### src/rtl/sjfq_pkg.sv
// Shared types and constants for the shortest-job-first queue.
`default_nettype none

package sjfq_pkg;

    // Default number of queue slots
    localparam int DEPTH_DEF = 16;

    // Field widths
    localparam int JOB_W    = 4;
    localparam int DUR_W    = 16;
    localparam int STATUS_W = 2;

    // Opcodes
    localparam logic OP_INSERT = 1'b0;
    localparam logic OP_REMOVE = 1'b1;

    // Result status codes
    localparam logic [STATUS_W-1:0] STS_DONE  = 2'd0;
    localparam logic [STATUS_W-1:0] STS_FULL  = 2'd1;
    localparam logic [STATUS_W-1:0] STS_EMPTY = 2'd2;

    // Controller states
    typedef enum logic [1:0] {
        S_IDLE,
        S_EXEC,
        S_RESP
    } sjfq_state_t;

    // Commands from controller to datapath
    typedef struct packed {
        logic load;       // capture the input beat
        logic ins;        // sorted insert of the captured job
        logic rem;        // pop the head
        logic rep_full;   // report dropped insert
        logic rep_empty;  // report empty remove
    } sjfq_cmd_t;

    // Status from datapath to controller
    typedef struct packed {
        logic op_rem;     // captured beat is a remove
        logic full;
        logic empty;
    } sjfq_sts_t;

endpackage

`default_nettype wire

### src/rtl/sjfq_ctrl.sv
// Controller state machine for the shortest-job-first queue.
`default_nettype none

module sjfq_ctrl
    import sjfq_pkg::*;
(
    input  wire logic      aclk,
    input  wire logic      aresetn,
    input  wire logic      s_valid,
    output logic           s_ready,
    output logic           m_valid,
    input  wire logic      m_ready,
    input  wire sjfq_sts_t sts,
    output sjfq_cmd_t      cmd
);

    sjfq_state_t state_reg;
    sjfq_state_t state_next;

    // State register
    always_ff @(posedge aclk) begin
        if (!aresetn) begin
            state_reg <= S_IDLE;
        end else begin
            state_reg <= state_next;
        end
    end

    // Next state
    always_comb begin
        state_next = state_reg;
        case (state_reg)
            S_IDLE: begin
                if (s_valid) begin
                    state_next = S_EXEC;
                end
            end
            S_EXEC: begin
                state_next = S_RESP;
            end
            S_RESP: begin
                if (m_ready) begin
                    state_next = S_IDLE;
                end
            end
            default: begin
                state_next = S_IDLE;
            end
        endcase
    end

    // Outputs and datapath commands
    always_comb begin
        s_ready = 1'b0;
        m_valid = 1'b0;
        cmd     = '0;
        case (state_reg)
            S_IDLE: begin
                s_ready  = 1'b1;
                cmd.load = s_valid;
            end
            S_EXEC: begin
                if (sts.op_rem) begin
                    cmd.rem       = !sts.empty;
                    cmd.rep_empty = sts.empty;
                end else begin
                    cmd.ins      = !sts.full;
                    cmd.rep_full = sts.full;
                end
            end
            S_RESP: begin
                m_valid = 1'b1;
            end
            default: begin
                cmd = '0;
            end
        endcase
    end

endmodule

`default_nettype wire

### src/rtl/sjfq_dpath.sv
// Datapath: sorted row of job slots, fill count and result register.
`default_nettype none

module sjfq_dpath
    import sjfq_pkg::*;
#(
    parameter int DEPTH = DEPTH_DEF
) (
    input  wire logic             aclk,
    input  wire logic             aresetn,
    input  wire logic             in_opcode,
    input  wire logic [JOB_W-1:0] in_job_id,
    input  wire logic [DUR_W-1:0] in_duration,
    input  wire sjfq_cmd_t        cmd,
    output sjfq_sts_t             sts,
    output logic [JOB_W-1:0]      res_job,
    output logic [STATUS_W-1:0]   res_status
);

    localparam int CNT_W = $clog2(DEPTH + 1);

    // Captured input beat
    logic             op_reg;
    logic [JOB_W-1:0] job_reg;
    logic [DUR_W-1:0] dur_reg;

    // Slot row, head at index 0
    logic [JOB_W-1:0] entry_job_reg [DEPTH];
    logic [DUR_W-1:0] entry_dur_reg [DEPTH];
    logic [CNT_W-1:0] count_reg;

    // Result
    logic [JOB_W-1:0]    res_job_reg;
    logic [STATUS_W-1:0] res_status_reg;

    // Per-slot compare: live slot longer than the new job moves down
    logic [DEPTH-1:0] gt_vec;
    logic [DEPTH:0]   gt_prev;   // gt_prev[i] is gt_vec[i-1]

    // Neighbor views of the row
    logic [JOB_W-1:0] prev_job [DEPTH];
    logic [DUR_W-1:0] prev_dur [DEPTH];
    logic [JOB_W-1:0] succ_job [DEPTH];
    logic [DUR_W-1:0] succ_dur [DEPTH];

    always_comb begin
        for (int i = 0; i < DEPTH; i++) begin
            gt_vec[i] = (CNT_W'(i) < count_reg) && (entry_dur_reg[i] > dur_reg);
        end
        gt_prev = {gt_vec, 1'b0};
    end

    always_comb begin
        prev_job[0] = job_reg;
        prev_dur[0] = dur_reg;
        for (int i = 1; i < DEPTH; i++) begin
            prev_job[i] = entry_job_reg[i-1];
            prev_dur[i] = entry_dur_reg[i-1];
        end
        for (int i = 0; i < DEPTH - 1; i++) begin
            succ_job[i] = entry_job_reg[i+1];
            succ_dur[i] = entry_dur_reg[i+1];
        end
        succ_job[DEPTH-1] = entry_job_reg[DEPTH-1];
        succ_dur[DEPTH-1] = entry_dur_reg[DEPTH-1];
    end

    // Input capture
    always_ff @(posedge aclk) begin
        if (cmd.load) begin
            op_reg  <= in_opcode;
            job_reg <= in_job_id;
            dur_reg <= in_duration;
        end
    end

    // Slot row: shift down behind the insert point, or shift up on pop
    always_ff @(posedge aclk) begin
        for (int i = 0; i < DEPTH; i++) begin
            if (cmd.ins) begin
                if (gt_prev[i]) begin
                    entry_job_reg[i] <= prev_job[i];
                    entry_dur_reg[i] <= prev_dur[i];
                end else if (gt_vec[i] || (count_reg == CNT_W'(i))) begin
                    entry_job_reg[i] <= job_reg;
                    entry_dur_reg[i] <= dur_reg;
                end
            end else if (cmd.rem) begin
                entry_job_reg[i] <= succ_job[i];
                entry_dur_reg[i] <= succ_dur[i];
            end
        end
    end

    // Fill count
    always_ff @(posedge aclk) begin
        if (!aresetn) begin
            count_reg <= '0;
        end else if (cmd.ins) begin
            count_reg <= count_reg + CNT_W'(1);
        end else if (cmd.rem) begin
            count_reg <= count_reg - CNT_W'(1);
        end
    end

    // Result register
    always_ff @(posedge aclk) begin
        if (cmd.rem) begin
            res_job_reg    <= entry_job_reg[0];
            res_status_reg <= STS_DONE;
        end else if (cmd.ins) begin
            res_job_reg    <= '0;
            res_status_reg <= STS_DONE;
        end else if (cmd.rep_full) begin
            res_job_reg    <= '0;
            res_status_reg <= STS_FULL;
        end else if (cmd.rep_empty) begin
            res_job_reg    <= '0;
            res_status_reg <= STS_EMPTY;
        end
    end

    assign sts.op_rem = (op_reg == OP_REMOVE);
    assign sts.full   = (count_reg == CNT_W'(DEPTH));
    assign sts.empty  = (count_reg == '0);
    assign res_job    = res_job_reg;
    assign res_status = res_status_reg;

endmodule

`default_nettype wire

### src/rtl/shortest_job_first_queue_top.sv
// Top level of the shortest-job-first queue: controller, datapath and checks.
`default_nettype none

// Bounded queue of up to DEPTH jobs kept sorted by duration, shortest at the
// head; equal durations keep arrival order. Each input beat is an insert
// (opcode 0) or a remove (opcode 1) and yields exactly one result beat. An
// insert into a full queue is dropped with status 1; a remove from an empty
// queue returns job 0 with status 2. One beat is handled at a time, in order:
// capture, one update of the slot row, result presented. The result becomes
// valid once the controller has passed from S_IDLE through S_EXEC into S_RESP
// and stays until m_ready takes it; s_ready returns the cycle after the result
// is taken. The slot row updates at once because every slot compares its own
// duration with the new one in parallel.

module shortest_job_first_queue_top
    import sjfq_pkg::*;
#(
    parameter int DEPTH = DEPTH_DEF
) (
    input  wire logic                aclk,
    input  wire logic                aresetn,
    input  wire logic                s_valid,
    output logic                     s_ready,
    input  wire logic                s_opcode,
    input  wire logic [JOB_W-1:0]    s_job_id,
    input  wire logic [DUR_W-1:0]    s_duration,
    output logic                     m_valid,
    input  wire logic                m_ready,
    output logic [JOB_W-1:0]         m_removed_job,
    output logic [STATUS_W-1:0]      m_status
);

    sjfq_cmd_t cmd;
    sjfq_sts_t sts;

    sjfq_ctrl u_ctrl (
        .aclk    (aclk),
        .aresetn (aresetn),
        .s_valid (s_valid),
        .s_ready (s_ready),
        .m_valid (m_valid),
        .m_ready (m_ready),
        .sts     (sts),
        .cmd     (cmd)
    );

    sjfq_dpath #(
        .DEPTH (DEPTH)
    ) u_dpath (
        .aclk        (aclk),
        .aresetn     (aresetn),
        .in_opcode   (s_opcode),
        .in_job_id   (s_job_id),
        .in_duration (s_duration),
        .cmd         (cmd),
        .sts         (sts),
        .res_job     (m_removed_job),
        .res_status  (m_status)
    );

    // Never take a new beat while a result is pending
    assert property (@(posedge aclk) disable iff (!aresetn)
        !(s_ready && m_valid))
        else $error("input taken while result pending");

    // An accepted beat closes the input side until its result goes out
    assert property (@(posedge aclk) disable iff (!aresetn)
        (s_valid && s_ready) |=> (!s_ready && !m_valid))
        else $error("input side not closed after accept");

    // Result status is one of the defined codes
    assert property (@(posedge aclk) disable iff (!aresetn)
        m_valid |-> (m_status == STS_DONE || m_status == STS_FULL ||
                     m_status == STS_EMPTY))
        else $error("undefined result status");

    // A dropped insert or an empty remove returns job 0
    assert property (@(posedge aclk) disable iff (!aresetn)
        (m_valid && m_status != STS_DONE) |-> (m_removed_job == '0))
        else $error("nonzero job on failed request");

endmodule

`default_nettype wire

### config.mk
export PLATFORM = sky130hd
export DESIGN_NAME = shortest_job_first_queue_top
export DESIGN_NICKNAME = d
export VERILOG_FILES = /design/src/rtl/sjfq_pkg.sv /design/src/rtl/sjfq_ctrl.sv /design/src/rtl/sjfq_dpath.sv /design/src/rtl/shortest_job_first_queue_top.sv
export SDC_FILE = /design/constraint.sdc
export NUM_CORES = 1
export LEC_CHECK = 0
export BUFFER_PORTS_ARGS = -buffer_cell sky130_fd_sc_hd__buf_2
export CAP_MARGIN = 10
export CORE_ASPECT_RATIO = 1.25
export CORE_UTILIZATION = 55
export DETAILED_ROUTE_END_ITERATION = 6
export GPL_ROUTABILITY_DRIVEN = 0
export PLACE_DENSITY = 0.71
export SLEW_MARGIN = 15
export SYNTH_ARGS = -nofsm -noshare
export SYNTH_HDL_FRONTEND = slang
export SYNTH_SLANG_ARGS = --single-unit
### constraint.sdc
create_clock -name aclk -period 6.7 [get_ports aclk]
set_input_delay 0.67 -clock aclk [delete_from_list [all_inputs] [get_ports aclk]]
set_output_delay 0.67 -clock aclk [all_outputs]
set_load 0.01 [all_outputs]
==> metrics.md <==
| Metric | Value |
|---|---|
| Outcome | completed |
| Power Dens Cells | 200 nW/µm² |
| Initial antenna violation count | 1 |
| Clock Skew | 0.0187 ns |
| Commonest cells in the netlist | edfxtp_1 (345), a21oi_1 (337), ha_1 (261) |
| Synth Flop Type | edfxtp_1 |
| Slew HR | 19.9% |
| Yosys top cell by area | edfxtp_1 |
| Fillers | 3590 |
| Antenna violation net count after detailed routing | 0 |
| Seq. cell area | 10500 µm² |
| CTS Buffer Depth | 3 |
| Max FFs per register | 256 |
| Max-cap check violation count | 0 |
| Post-synthesis cell area | 24000 µm² |
| # DRC | 0 |
| Final Hold Viols | 0 |
| Clock power frac | 40.3% |
| VDD IR max | 0.226 mV |
| Max Fclk | 198 MHz |
| Period minus WS final | 5.05 ns |
| Gate power share | 10.9% |
| Final wirelength | 76.6 mm |
| CP max FO | 21 |
| Vias in the first global route | 19900 |
| Top post-synthesis cells by area | edfxtp_1 (43%), ha_1 (14%), a21oi_1 (7.0%) |
| Worst setup SP type | register |
| Vias | 20400 |
| Net Count, Synth | 2707 |
| Worst-Skew Late Latency | 0.56 ns |
| Synth top area share | 43.1% |
| Clock Pin Slew Worst Setup and Hold Paths | 0.06 ns |
| P&R area growth vs syn | 7.51% |
| Setup bufs post-CTS | 0 |
| Synth async-reset ratio | 0% |
| Site row count | 85 |
| Port bufs | 32 |
| Initial Util | 55.8% |
| Gate Count Post-Synth | 2421 |
| Int Pwr | 3.82 mW |
| Core ar. | 43100 µm² |
| Ports | 33 |
| HPWL Detailed | 54.8 mm |
| Design Power | 5.18 mW |
| Slew Limit Fails | 0 |
| Vias/cell | 6.86 |
| Setup Crit Path Kind | register to register |
| # setup viols final | 0 |
| ANT cells | 0 |
| Most frequent cell after synthesis | edfxtp_1 |
| Total clock sinks | 354 |
| Die W | 189 µm |
| Crit path required time | 6.87 ns |
| Switching Share | 26.3% |
| Root Buffer | clkbuf_16 |
| Yosys synthesis warning count | 0 |
| Die area | 44600 µm² |
| Hold-fix buffers at CTS | 0 |
| P_leak | 9.94 nW |
| Proportion of synthesized chip area in sequential cells | 43.8% |
| RSZ-0062 raised after global routing | false |
| Drt wl/cell | 25.7 µm |
| Distinct cells, synth | 73 |
| Worst path arrival time | 5.21 ns |
| GR Util All Layers | 34.2% |
| Seq pwr share | 48.8% |
| Post-CTS sizing | 0 |
| Die Ht | 236 µm |
| CTS tree | done |
| Mean Syn Cell Area | 9.93 µm² |
| EDFF count, synth | 345 |
| Nets | 2668 |
| Area taken by multi-input logic gates | 12800 µm² |
| FF+latch count, synth | 354 |
| Proportion of layout cells with a drive suffix above 1 | 8.26% |
| Initial drt markers | 2166 |
| Tcrit/Tclk final | 75.3% |
| CTS Buf Count | 38 |
| Drt pass-1 iters | 6 |
| Worst hold path type | input port to register |
| Htree depth | 2 |
| Least-Margin Pin Slew | 1.20 ns |
| Pin count of the biggest net entering global routing | 183 |
| First-pass GRT wire length | 117 mm |
| Setup crit end kind | register |
| Setup TNS | 0 ns |
| Sw Pwr | 1.36 mW |
| Grt total ovfl | 0 |
## cell families after synthesis
| kind of cell | count (synthesis) | synth area share, % |
|---|---|---|
| xor gates and xnor gates | 5 | 0.182 |
| and+or+nand+nor | 757 | 14.3 |
| DFF | 354 | 43.8 |
| buffers and inverters | 197 | 3.56 |
| adders and majority gates | 261 | 13.6 |
| muxes | 191 | 8.16 |
| AOI/OAI and AO/OA | 656 | 16.4 |
## area by class of cell
cell class                      count  area share (%)
Clock buffer                       44            3.76
Clock inverter                     24           0.769
Inverter                           41           0.595
Multi-Input combinational cell   1870            49.4
Sequential cell                   354            40.8
Tap cell                          565            2.73
Timing Repair Buffer               77            1.97
## layout by cell type (no fill, tap or decap), types with 9 or more instances in the layout
master     count
a31oi_1       31
nor3_1        17
o21ai_0       98
nor2b_1       19
a21o_1        30
inv_1         41
buf_2         32
and4_1        11
clkinv_1      14
nand4_1       49
clkbuf_16     38
o211ai_1      42
dfxtp_1        9
o21a_1        14
and2_1        33
nor2_1       229
buf_4         44
edfxtp_1     345
ha_1         261
mux2i_1      151
a21oi_1      336
nor4_1        12
nand2_1      250
a22o_1        19
nand3_1      102
mux2_2        40
## metrics by stage
| step | cells | setup slack, ns | hold WS (ns) | utilization, % | cell area, µm² |
|---|---|---|---|---|---|
| final | 2975 | 1.65 | 0.286 | 60.0 | 25900 |
| after global routing | 2975 | 1.37 | 0.285 | 60.0 | 25900 |
| after CTS | 2975 | 1.80 | 0.273 | 60.0 | 25900 |
| after detailed placement | 2907 | 1.82 | 0.458 | 57.3 | 24700 |
| after global placement | 2907 | 2.16 | 0.442 | 57.3 | 24700 |
| after floorplan | 2421 | 2.50 | 0.484 | - | 24000 |
## path summary, 6_finish.rpt
| kind | start | end | slack [ns] | cells past startpoint |
|---|---|---|---|---|
| worst max-delay path | u_dpath.dur_reg[15]$_DFFE_PP_ | u_dpath.entry_job_reg[1][8]$_DFFE_PP_ | 1.65 | 8 |
| worst min-delay path | s_job_id[1] | u_dpath.job_reg[1]$_DFFE_PP_ | 0.29 | 1 |
| worst max register to register | u_dpath.dur_reg[15]$_DFFE_PP_ | u_dpath.entry_job_reg[1][8]$_DFFE_PP_ | 1.65 | 8 |
| worst min register to register | u_dpath.res_status[1]$_SDFFE_PP0P_ | u_dpath.res_status[1]$_SDFFE_PP0P_ | 0.47 | 2 |
## power groups by stage
stage / clock, mW / combinational [mW] / sequential [mW]
2_1_floorplan: 0 / 0.368 / 2.54
3_3_place_gp: 0 / 0.518 / 2.57
3_5_place_dp: 0 / 0.545 / 2.57
4_1_cts: 2.10 / 0.547 / 2.52
5_1_grt: 2.17 / 0.614 / 2.53
6_report: 2.09 / 0.563 / 2.53
## metal layers
metal / vias to the layer above / part of all wire (%) / GRT usage, %
li1: 9033 / - / -
met1: 9889 / 38 / 43.8
met2: 1182 / 47 / 55.8
met3: 307 / 8.6 / 4.63
met4: 2 / 6.3 / 19.3
met5: - / 0.010 / 0
## critical path, cell delays in order (launching register included)
cell and delay, ns:
edfxtp_1 0.68, inv_1 0.55, ha_1 0.51, nand4_1 0.25, nor4_1 0.50, a21boi_1 0.32, o31a_1 0.71, nor3_1 0.18
o21ai_2 0.92
(Power assumes the default switching activity.)
